File: src/cds_pkg.sv
`default_nettype none
// ----------------------------------------------------------------------------
// cds_pkg
// Shared types and constants of the CAN datagram segmenter.
// ----------------------------------------------------------------------------
package cds_pkg;

    localparam int QUEUE_DEPTH = 4;

    localparam int ID_W        = 29;
    localparam int LEN_W       = 4;
    localparam int FRAME_BYTES = 8;
    localparam int PLEN_W      = 15;
    localparam int FILL_W      = 3;

    localparam int IN_TDATA_W  = 88;
    localparam int OUT_TDATA_W = 104;

    localparam logic [7:0]        LEVEL_BASE   = 8'h30;
    localparam logic [7:0]        FIRST_PART   = 8'h01;
    localparam logic [PLEN_W-1:0] HEADER_EXTRA = 15'd3;
    localparam logic [FILL_W-1:0] HEADER_FILL  = 3'd7;
    localparam logic [LEN_W-1:0]  HEADER_LEN   = 4'd7;

    typedef enum logic
    {
        CMD_START = 1'b0,
        CMD_DATA  = 1'b1
    } cmd_t;

    typedef struct packed
    {
        cmd_t              command;
        logic [6:0]        message_id;
        logic [2:0]        receiver_class;
        logic [18:0]       node_address;
        logic [3:0]        sublevel;
        logic              repeat_flag;
        logic [7:0]        type_code;
        logic [7:0]        type_version;
        logic [7:0]        subcommand;
        logic [PLEN_W-1:0] payload_length;
        logic [7:0]        data_byte;
    } item_t;

    typedef struct packed
    {
        logic [ID_W-1:0]              id;
        logic [LEN_W-1:0]             len;
        logic [FRAME_BYTES-1:0][7:0]  data;
        logic                         last;
    } frame_t;

    typedef struct packed
    {
        logic full;
        logic empty;
    } queue_status_t;

endpackage
`default_nettype wire

File: src/cds_front.sv
`default_nettype none
// ----------------------------------------------------------------------------
// cds_front
// Takes start and payload items, assembles frames and pushes finished ones.
// ----------------------------------------------------------------------------
module cds_front
(
    input  wire logic                    clk,
    input  wire logic                    rst_n,
    input  wire logic                    in_valid,
    output logic                         in_ready,
    input  wire cds_pkg::item_t          in_item,
    input  wire cds_pkg::queue_status_t  q_status,
    output logic                         push,
    output cds_pkg::frame_t              push_frame
);

    logic                                   active_reg, active_next;
    logic [cds_pkg::ID_W-1:0]               id_reg, id_next;
    logic [7:0]                             part_reg, part_next;
    logic [cds_pkg::PLEN_W-1:0]             remaining_reg, remaining_next;
    logic [cds_pkg::FRAME_BYTES-1:0][7:0]   buf_reg, buf_next;
    logic [cds_pkg::FILL_W-1:0]             fill_reg, fill_next;

    logic                                   accept;
    logic                                   is_start;
    logic                                   plen_zero;
    logic                                   last_byte;
    logic                                   full_frame;
    logic [cds_pkg::PLEN_W-1:0]             total;
    logic [cds_pkg::ID_W-1:0]               new_id;
    logic [cds_pkg::FRAME_BYTES-1:0][7:0]   hdr;
    logic [cds_pkg::FRAME_BYTES-1:0][7:0]   filled;
    logic [7:0]                             part_inc;

    assign in_ready = !q_status.full;
    assign accept   = in_valid && in_ready;

    always_comb
    begin
        is_start   = (in_item.command == cds_pkg::CMD_START);
        plen_zero  = (in_item.payload_length == '0);
        total      = in_item.payload_length + cds_pkg::HEADER_EXTRA;
        new_id     = {in_item.message_id, in_item.receiver_class, in_item.node_address};
        last_byte  = (remaining_reg == cds_pkg::PLEN_W'(1));
        full_frame = (fill_reg == cds_pkg::HEADER_FILL);
        part_inc   = part_reg + 8'd1;

        hdr    = '0;
        hdr[0] = cds_pkg::FIRST_PART;
        hdr[1] = cds_pkg::LEVEL_BASE | {4'b0000, in_item.sublevel};
        hdr[2] = total[7:0];
        hdr[3] = {in_item.repeat_flag, total[14:8]};
        hdr[4] = in_item.type_code;
        hdr[5] = in_item.type_version;
        hdr[6] = in_item.subcommand;

        filled           = buf_reg;
        filled[fill_reg] = in_item.data_byte;
    end

    // frame out
    always_comb
    begin
        push = accept && ((is_start && plen_zero)
                          || (!is_start && active_reg && (full_frame || last_byte)));
        if (is_start)
        begin
            push_frame.id   = new_id;
            push_frame.len  = cds_pkg::HEADER_LEN;
            push_frame.data = hdr;
            push_frame.last = 1'b1;
        end
        else
        begin
            push_frame.id   = id_reg;
            push_frame.len  = {1'b0, fill_reg} + cds_pkg::LEN_W'(1);
            push_frame.data = filled;
            push_frame.last = last_byte;
        end
    end

    // assembly state
    always_comb
    begin
        active_next    = active_reg;
        id_next        = id_reg;
        part_next      = part_reg;
        remaining_next = remaining_reg;
        buf_next       = buf_reg;
        fill_next      = fill_reg;
        if (accept)
        begin
            if (is_start)
            begin
                active_next    = !plen_zero;
                id_next        = new_id;
                part_next      = cds_pkg::FIRST_PART;
                remaining_next = in_item.payload_length;
                buf_next       = hdr;
                fill_next      = cds_pkg::HEADER_FILL;
            end
            else if (active_reg)
            begin
                remaining_next = remaining_reg - cds_pkg::PLEN_W'(1);
                if (last_byte)
                begin
                    active_next = 1'b0;
                end
                else if (full_frame)
                begin
                    part_next   = part_inc;
                    buf_next    = '0;
                    buf_next[0] = part_inc;
                    fill_next   = cds_pkg::FILL_W'(1);
                end
                else
                begin
                    buf_next  = filled;
                    fill_next = fill_reg + cds_pkg::FILL_W'(1);
                end
            end
        end
    end

    always_ff @(posedge clk or negedge rst_n)
    begin
        if (!rst_n)
        begin
            active_reg <= 1'b0;
        end
        else
        begin
            active_reg <= active_next;
        end
    end

    always_ff @(posedge clk)
    begin
        id_reg        <= id_next;
        part_reg      <= part_next;
        remaining_reg <= remaining_next;
        buf_reg       <= buf_next;
        fill_reg      <= fill_next;
    end

endmodule
`default_nettype wire

File: src/cds_queue.sv
`default_nettype none
// ----------------------------------------------------------------------------
// cds_queue
// Short frame queue between the assembly front and the output stage.
// ----------------------------------------------------------------------------
module cds_queue
#(
    parameter int DEPTH = cds_pkg::QUEUE_DEPTH
)
(
    input  wire logic                    clk,
    input  wire logic                    rst_n,
    input  wire logic                    push,
    input  wire cds_pkg::frame_t         push_frame,
    input  wire logic                    pop,
    output cds_pkg::frame_t              head_frame,
    output cds_pkg::queue_status_t       status
);

    localparam int PTR_W = (DEPTH > 1) ? $clog2(DEPTH) : 1;
    localparam int CNT_W = $clog2(DEPTH + 1);

    cds_pkg::frame_t    entry_reg [DEPTH];
    logic [PTR_W-1:0]   wr_ptr_reg, wr_ptr_next;
    logic [PTR_W-1:0]   rd_ptr_reg, rd_ptr_next;
    logic [CNT_W-1:0]   count_reg, count_next;

    assign head_frame   = entry_reg[rd_ptr_reg];
    assign status.full  = (count_reg == CNT_W'(DEPTH));
    assign status.empty = (count_reg == '0);

    always_comb
    begin
        wr_ptr_next = wr_ptr_reg;
        rd_ptr_next = rd_ptr_reg;
        count_next  = count_reg;
        if (push)
        begin
            wr_ptr_next = (wr_ptr_reg == PTR_W'(DEPTH - 1)) ? '0 : wr_ptr_reg + PTR_W'(1);
        end
        if (pop)
        begin
            rd_ptr_next = (rd_ptr_reg == PTR_W'(DEPTH - 1)) ? '0 : rd_ptr_reg + PTR_W'(1);
        end
        if (push && !pop)
        begin
            count_next = count_reg + CNT_W'(1);
        end
        else if (pop && !push)
        begin
            count_next = count_reg - CNT_W'(1);
        end
    end

    always_ff @(posedge clk or negedge rst_n)
    begin
        if (!rst_n)
        begin
            wr_ptr_reg <= '0;
            rd_ptr_reg <= '0;
            count_reg  <= '0;
        end
        else
        begin
            wr_ptr_reg <= wr_ptr_next;
            rd_ptr_reg <= rd_ptr_next;
            count_reg  <= count_next;
        end
    end

    always_ff @(posedge clk)
    begin
        if (push)
        begin
            entry_reg[wr_ptr_reg] <= push_frame;
        end
    end

endmodule
`default_nettype wire

File: src/cds_back.sv
`default_nettype none
// ----------------------------------------------------------------------------
// cds_back
// Output register stage that hands queued frames to the downstream side.
// ----------------------------------------------------------------------------
module cds_back
(
    input  wire logic                    clk,
    input  wire logic                    rst_n,
    input  wire cds_pkg::queue_status_t  q_status,
    input  wire cds_pkg::frame_t         head_frame,
    output logic                         pop,
    output logic                         out_valid,
    output cds_pkg::frame_t              out_frame,
    input  wire logic                    out_ready
);

    logic               valid_reg, valid_next;
    cds_pkg::frame_t    frame_reg;

    assign pop       = !q_status.empty && (!valid_reg || out_ready);
    assign out_valid = valid_reg;
    assign out_frame = frame_reg;

    always_comb
    begin
        valid_next = valid_reg;
        if (pop)
        begin
            valid_next = 1'b1;
        end
        else if (out_ready)
        begin
            valid_next = 1'b0;
        end
    end

    always_ff @(posedge clk or negedge rst_n)
    begin
        if (!rst_n)
        begin
            valid_reg <= 1'b0;
        end
        else
        begin
            valid_reg <= valid_next;
        end
    end

    always_ff @(posedge clk)
    begin
        if (pop)
        begin
            frame_reg <= head_frame;
        end
    end

endmodule
`default_nettype wire

File: src/can_datagram_segmenter_top.sv
`default_nettype none
// Splits datagrams into extended CAN frames. One item (a start with the header or
// one payload byte) is taken per clock cycle while the queue is not full. A frame
// is pushed into a queue of QUEUE_DEPTH frames on the cycle its last byte is taken
// and is later popped into the output register; the input only stalls when the queue
// is full, so its depth sets how long the output may stall before the input does.
// ----------------------------------------------------------------------------
// can_datagram_segmenter_top
// Top level: stream ports, field packing, front, queue and output stage.
// ----------------------------------------------------------------------------
module can_datagram_segmenter_top
#(
    parameter int QUEUE_DEPTH = cds_pkg::QUEUE_DEPTH
)
(
    input  wire logic                               clk,
    input  wire logic                               rst_n,
    input  wire logic                               s_axis_tvalid,
    output logic                                    s_axis_tready,
    // message_id, receiver_class, node_address, sublevel, repeat_flag, type_code,
    // type_version, subcommand, payload_length, data_byte
    input  wire logic [cds_pkg::IN_TDATA_W-1:0]     s_axis_tdata,
    // command
    input  wire logic [0:0]                         s_axis_tuser,
    output logic                                    m_axis_tvalid,
    input  wire logic                               m_axis_tready,
    // frame_id, frame_length, byte0 .. byte7
    output logic [cds_pkg::OUT_TDATA_W-1:0]         m_axis_tdata,
    output logic                                    m_axis_tlast
);

    cds_pkg::item_t             item;
    cds_pkg::queue_status_t     q_status;
    cds_pkg::frame_t            push_frame;
    cds_pkg::frame_t            head_frame;
    cds_pkg::frame_t            out_frame;
    logic                       push;
    logic                       pop;

    always_comb
    begin
        item.command        = cds_pkg::cmd_t'(s_axis_tuser[0]);
        item.message_id     = s_axis_tdata[6:0];
        item.receiver_class = s_axis_tdata[9:7];
        item.node_address   = s_axis_tdata[28:10];
        item.sublevel       = s_axis_tdata[32:29];
        item.repeat_flag    = s_axis_tdata[33];
        item.type_code      = s_axis_tdata[41:34];
        item.type_version   = s_axis_tdata[49:42];
        item.subcommand     = s_axis_tdata[57:50];
        item.payload_length = s_axis_tdata[72:58];
        item.data_byte      = s_axis_tdata[80:73];
    end

    cds_front u_front
    (
        .clk        (clk),
        .rst_n      (rst_n),
        .in_valid   (s_axis_tvalid),
        .in_ready   (s_axis_tready),
        .in_item    (item),
        .q_status   (q_status),
        .push       (push),
        .push_frame (push_frame)
    );

    cds_queue
    #(
        .DEPTH (QUEUE_DEPTH)
    )
    u_queue
    (
        .clk        (clk),
        .rst_n      (rst_n),
        .push       (push),
        .push_frame (push_frame),
        .pop        (pop),
        .head_frame (head_frame),
        .status     (q_status)
    );

    cds_back u_back
    (
        .clk        (clk),
        .rst_n      (rst_n),
        .q_status   (q_status),
        .head_frame (head_frame),
        .pop        (pop),
        .out_valid  (m_axis_tvalid),
        .out_frame  (out_frame),
        .out_ready  (m_axis_tready)
    );

    always_comb
    begin
        m_axis_tdata         = '0;
        m_axis_tdata[28:0]   = out_frame.id;
        m_axis_tdata[32:29]  = out_frame.len;
        m_axis_tdata[40:33]  = out_frame.data[0];
        m_axis_tdata[48:41]  = out_frame.data[1];
        m_axis_tdata[56:49]  = out_frame.data[2];
        m_axis_tdata[64:57]  = out_frame.data[3];
        m_axis_tdata[72:65]  = out_frame.data[4];
        m_axis_tdata[80:73]  = out_frame.data[5];
        m_axis_tdata[88:81]  = out_frame.data[6];
        m_axis_tdata[96:89]  = out_frame.data[7];
        m_axis_tlast         = out_frame.last;
    end

`ifndef SYNTHESIS
    a_no_overflow: assert property (@(posedge clk) disable iff (!rst_n)
        push |-> !q_status.full)
        else $error("frame pushed into full queue");

    a_len_range: assert property (@(posedge clk) disable iff (!rst_n)
        m_axis_tvalid |-> (m_axis_tdata[32:29] != 4'd0) && (m_axis_tdata[32:29] <= 4'd8))
        else $error("frame length out of range");

    a_short_is_last: assert property (@(posedge clk) disable iff (!rst_n)
        (m_axis_tvalid && (m_axis_tdata[32:29] != 4'd8)) |-> m_axis_tlast)
        else $error("short frame not marked last");
`endif

endmodule
`default_nettype wire
File: config.mk
export PLATFORM = sky130hd
export DESIGN_NAME = can_datagram_segmenter_top
export DESIGN_NICKNAME = d
export VERILOG_FILES = /design/src/cds_pkg.sv /design/src/cds_front.sv /design/src/cds_queue.sv /design/src/cds_back.sv /design/src/can_datagram_segmenter_top.sv
export SDC_FILE = /design/constraint.sdc
export NUM_CORES = 1
export LEC_CHECK = 0
export CORE_ASPECT_RATIO = 1.25
export CORE_MARGIN = 10
export CORE_UTILIZATION = 30
export DETAILED_ROUTE_END_ITERATION = 10
export DONT_BUFFER_PORTS = 1
export GPL_TIMING_DRIVEN = 0
export PLACE_DENSITY_LB_ADDON = 0.2
export SYNTH_ARGS = -nofsm -noshare
export SYNTH_HDL_FRONTEND = slang
export SYNTH_SLANG_ARGS = --single-unit
File: constraint.sdc
create_clock -name clk -period 9.4 [get_ports clk]
set_clock_uncertainty 0.2 [all_clocks]
set_input_delay 1.88 -clock clk [delete_from_list [all_inputs] [get_ports clk]]
set_output_delay 1.88 -clock clk [all_outputs]
set_load 0.01 [all_outputs]
==> flow_metrics.py <==
metrics = {
    "run_status": {
        "status": "finished clean",
    },
    "routing": {
        "routed_wl_microns": 61720,
        "dr.pass1.iters": 5,
        "ant_nets": 0,
        "drt_iter0_markers": 711,
        "drc": 0,
        "vias": 11770,
        "routed_via_density": 4.742,
        "wire_per_inst_microns": 24.87,
    },
    "final_layout": {
        "stdcell_area_sq_um": 28520,
        "fillers": 7581,
        "final_cells": 2482,
        "fin_util_pct": 35.47,
        "drive_above_1_share_pct": 20.18,
        "largest_reg_flops": 392,
        "nNetsFinal": 1474,
        "area_growth_pct": 16.97,
    },
    "power": {
        "p_leak_nw": 9.145,
        "ir_drop_mv": 0.1173,
        "total_power_mw": 8.031,
        "power_density_nw_per_um2": 281.5,
    },
    "grt": {
        "antenna_found_initial": 2,
        "grt_pass1_vias": 12820,
        "grt_usage_pct": 13.24,
        "grt_pass1_wl_microns": 89930,
        "grt-ovfl-total": 0,
        "grt_start_max_net_pins": 43,
    },
    "synth": {
        "yosysWarnings": 0,
        "async_flop_share_pct": 1.456,
        "synth.avg_cell_area_sq_um": 19.16,
        "synth_cells": 1273,
        "yosys.area.top_type": "edfxtp_1",
        "synth_top_area_share_pct": 74.99,
        "synth_common_cells": "609 x edfxtp_1, 98 x mux4_2, 91 x nor2_1, 70 x mux2i_1, 53 x a21oi_1",
        "synth-edff-count": 609,
        "syn_area_sq_um": 24390,
        "yosys_register_bits": 618,
        "yosys_most_used_dff": "edfxtp_1",
        "synth_area_leaders": "edfxtp_1 75%, mux4_2 9.1%, mux2i_1 2.9%",
        "synthDistinctLibCells": 47,
        "yosysMostFrequentCell": "edfxtp_1",
        "ys_seq_area_share_pct": 75.92,
    },
    "sta": {
        "tightestPinTransition_ns": 1.347,
        "fmax_ghz": 0.2198,
        "layout_min_cycle_time_ns": 4.549,
        "drv_slew": 0,
        "tns_ns": 0,
        "whs_ns": 0.2867,
        "rsz0062_at_grt": "false",
        "max_slew_margin_pct": 10.20,
        "setup_slack_ns": 4.851,
        "setup_viol": 0,
        "finalHoldViolCount": 0,
        "finalCritPeriodShare_pct": 48.39,
    },
    "floorplanning": {
        "fp.dieW_microns": 275.0,
        "core-area_sq_um": 80410,
        "ios": 200,
        "die_height_microns": 338.8,
        "start_util_pct": 30.33,
        "rows": 116,
        "die_area_sq_um": 93160,
    },
    "placement": {
        "placed_area_sq_um": 26170,
        "port_buffers": 0,
        "dp.cells": 2357,
        "gp_congestion": 0.7788,
        "dp_hpwl_microns": 41400,
        "dpl_worst_slack_ns": 4.105,
    },
    "clocking": {
        "numCtsBuffers": 70,
        "cts_hold_buffers": 0,
        "clkTransAtPathRegs_ns": 0.06,
        "clock_sinks": 618,
        "cts.repair.resized": 0,
        "clock_path_buffers": 3,
        "post-cts-setup-buffers": 0,
        "h-tree-depth": 3,
        "tritoncts": "done",
        "insertion_delay_ns": 0.60,
        "cts-root-buf": "clkbuf_16",
    },
    "worst_setup_path": {
        "path_cells": "clkbuf_1, clkbuf_1, clkbuf_1, a21oi_1",
        "critPathMaxFanout": 11,
        "critPathKind": "input port to flip-flop",
        "r2r-end": "u_queue.entry_reg[2][50]$_DFFE_PP_",
        "crit_arrival_ns": 4.58,
        "critPathTopFamily": "buffers and inverters",
        "crit_buf_inv": 3,
        "max_stage_delay_ns": 1.05,
        "crit_slowest_cell": "clkbuf_1",
        "cp.depth": 4,
        "start_kind": "input port",
        "reg2reg_setup_slack_ns": 5.94,
        "cp-end-kind": "flip-flop",
        "critPathMostFrequentCell": "clkbuf_1",
        "required_ns": 9.43,
        "r2r-start": "u_front.remaining_reg[9]$_DFFE_PP_",
        "r2r.worst_path.cells": 7,
    },
    "worst_hold_path": {
        "min_delay_path_depth": 1,
        "hold_start": "u_queue.count_reg[2]$_DFFE_PN0P_",
        "min_path_type": "flip-flop to flip-flop",
        "min_to": "u_queue.count_reg[2]$_DFFE_PN0P_",
    },
    "flow_run": {
        "cap_viol_max_count": 0,
    },
}
cells by family (layout without fill, tap and decap cells):
| kind of cell | after synthesis | count (layout) | share of synthesized area (%) |
|---|---|---|---|
| flops | 618 | 618 | 75.92 |
| compound gates | 113 | 113 | 2.950 |
| fa+ha+maj | 14 | 14 | 0.7491 |
| simple gates | 190 | 190 | 3.781 |
| buf+inv | 96 | 234 | 1.642 |
| mux | 207 | 207 | 13.72 |
| other cells | 1 | 10 | 0.01538 |
| xor+xnor | 34 | 34 | 1.221 |
layout make-up:
cell class,instances,area (sq um),share of cell area [%]
clock buffers,87,1909,6.694
flip-flops and latches,618,18510,64.90
repair buffers,16,387.9,1.360
well taps,1062,1329,4.658
multi-input cells,565,5539,19.42
inverters,13,48.80,0.1711
diodes,3,7.507,0.02632
plain buffers,83,351.6,1.233
clock inverters,35,437.9,1.535
power breakdown:
group | internal (mW) | total, mW | switching (mW)
Clock | 1.71 | 2.80 | 1.09
Sequential | 3.56 | 3.82 | 0.259
Combinational | 0.592 | 1.41 | 0.815
metal layers:
metal | vias up | global-route usage [%] | routed length, microns
met4 | 0 | 4.152 | 1350
li1 | 5267 | - | -
met1 | 6158 | 15.43 | 24420
met5 | - | 0 | 0
met3 | 83 | 4.533 | 4487
met2 | 261 | 22.52 | 31460
cells in the final DEF (no fill, tap or decap), drive strengths merged, types with 6 or more instances in the layout:
cell type | netlist | final
clkinv | 0 | 20
nor3 | 16 | 16
edfxtp | 609 | 609
nand3b | 6 | 6
o2bb2ai | 29 | 29
clkbuf | 52 | 139
conb | 1 | 7
mux2 | 39 | 39
and2 | 9 | 9
xnor2 | 19 | 19
mux4 | 98 | 98
xor2 | 15 | 15
o21ai | 19 | 19
nand2 | 29 | 29
ha | 13 | 13
inv | 13 | 14
dfrtp | 9 | 9
nor2 | 91 | 91
a21oi | 53 | 53
mux2i | 70 | 70
nand4 | 9 | 9
nand3 | 8 | 8
bufinv | 0 | 10
buf | 31 | 47
worst max path at each step:
stage / end / start
after detailed placement: u_front.part_reg[3]$_SDFFCE_PN0P_ / s_axis_tuser
after CTS: u_front.part_reg[5]$_SDFFCE_PN0P_ / s_axis_tuser
after floorplan: u_queue.count_reg[1]$_DFFE_PN0P_ / m_axis_tready
after global placement: u_queue.count_reg[1]$_DFFE_PN0P_ / m_axis_tready
final: u_front.part_reg[5]$_SDFFCE_PN0P_ / s_axis_tuser
after global routing: u_front.part_reg[5]$_SDFFCE_PN0P_ / s_axis_tuser
No activity file was read; power rests on OpenSTA's default activity.
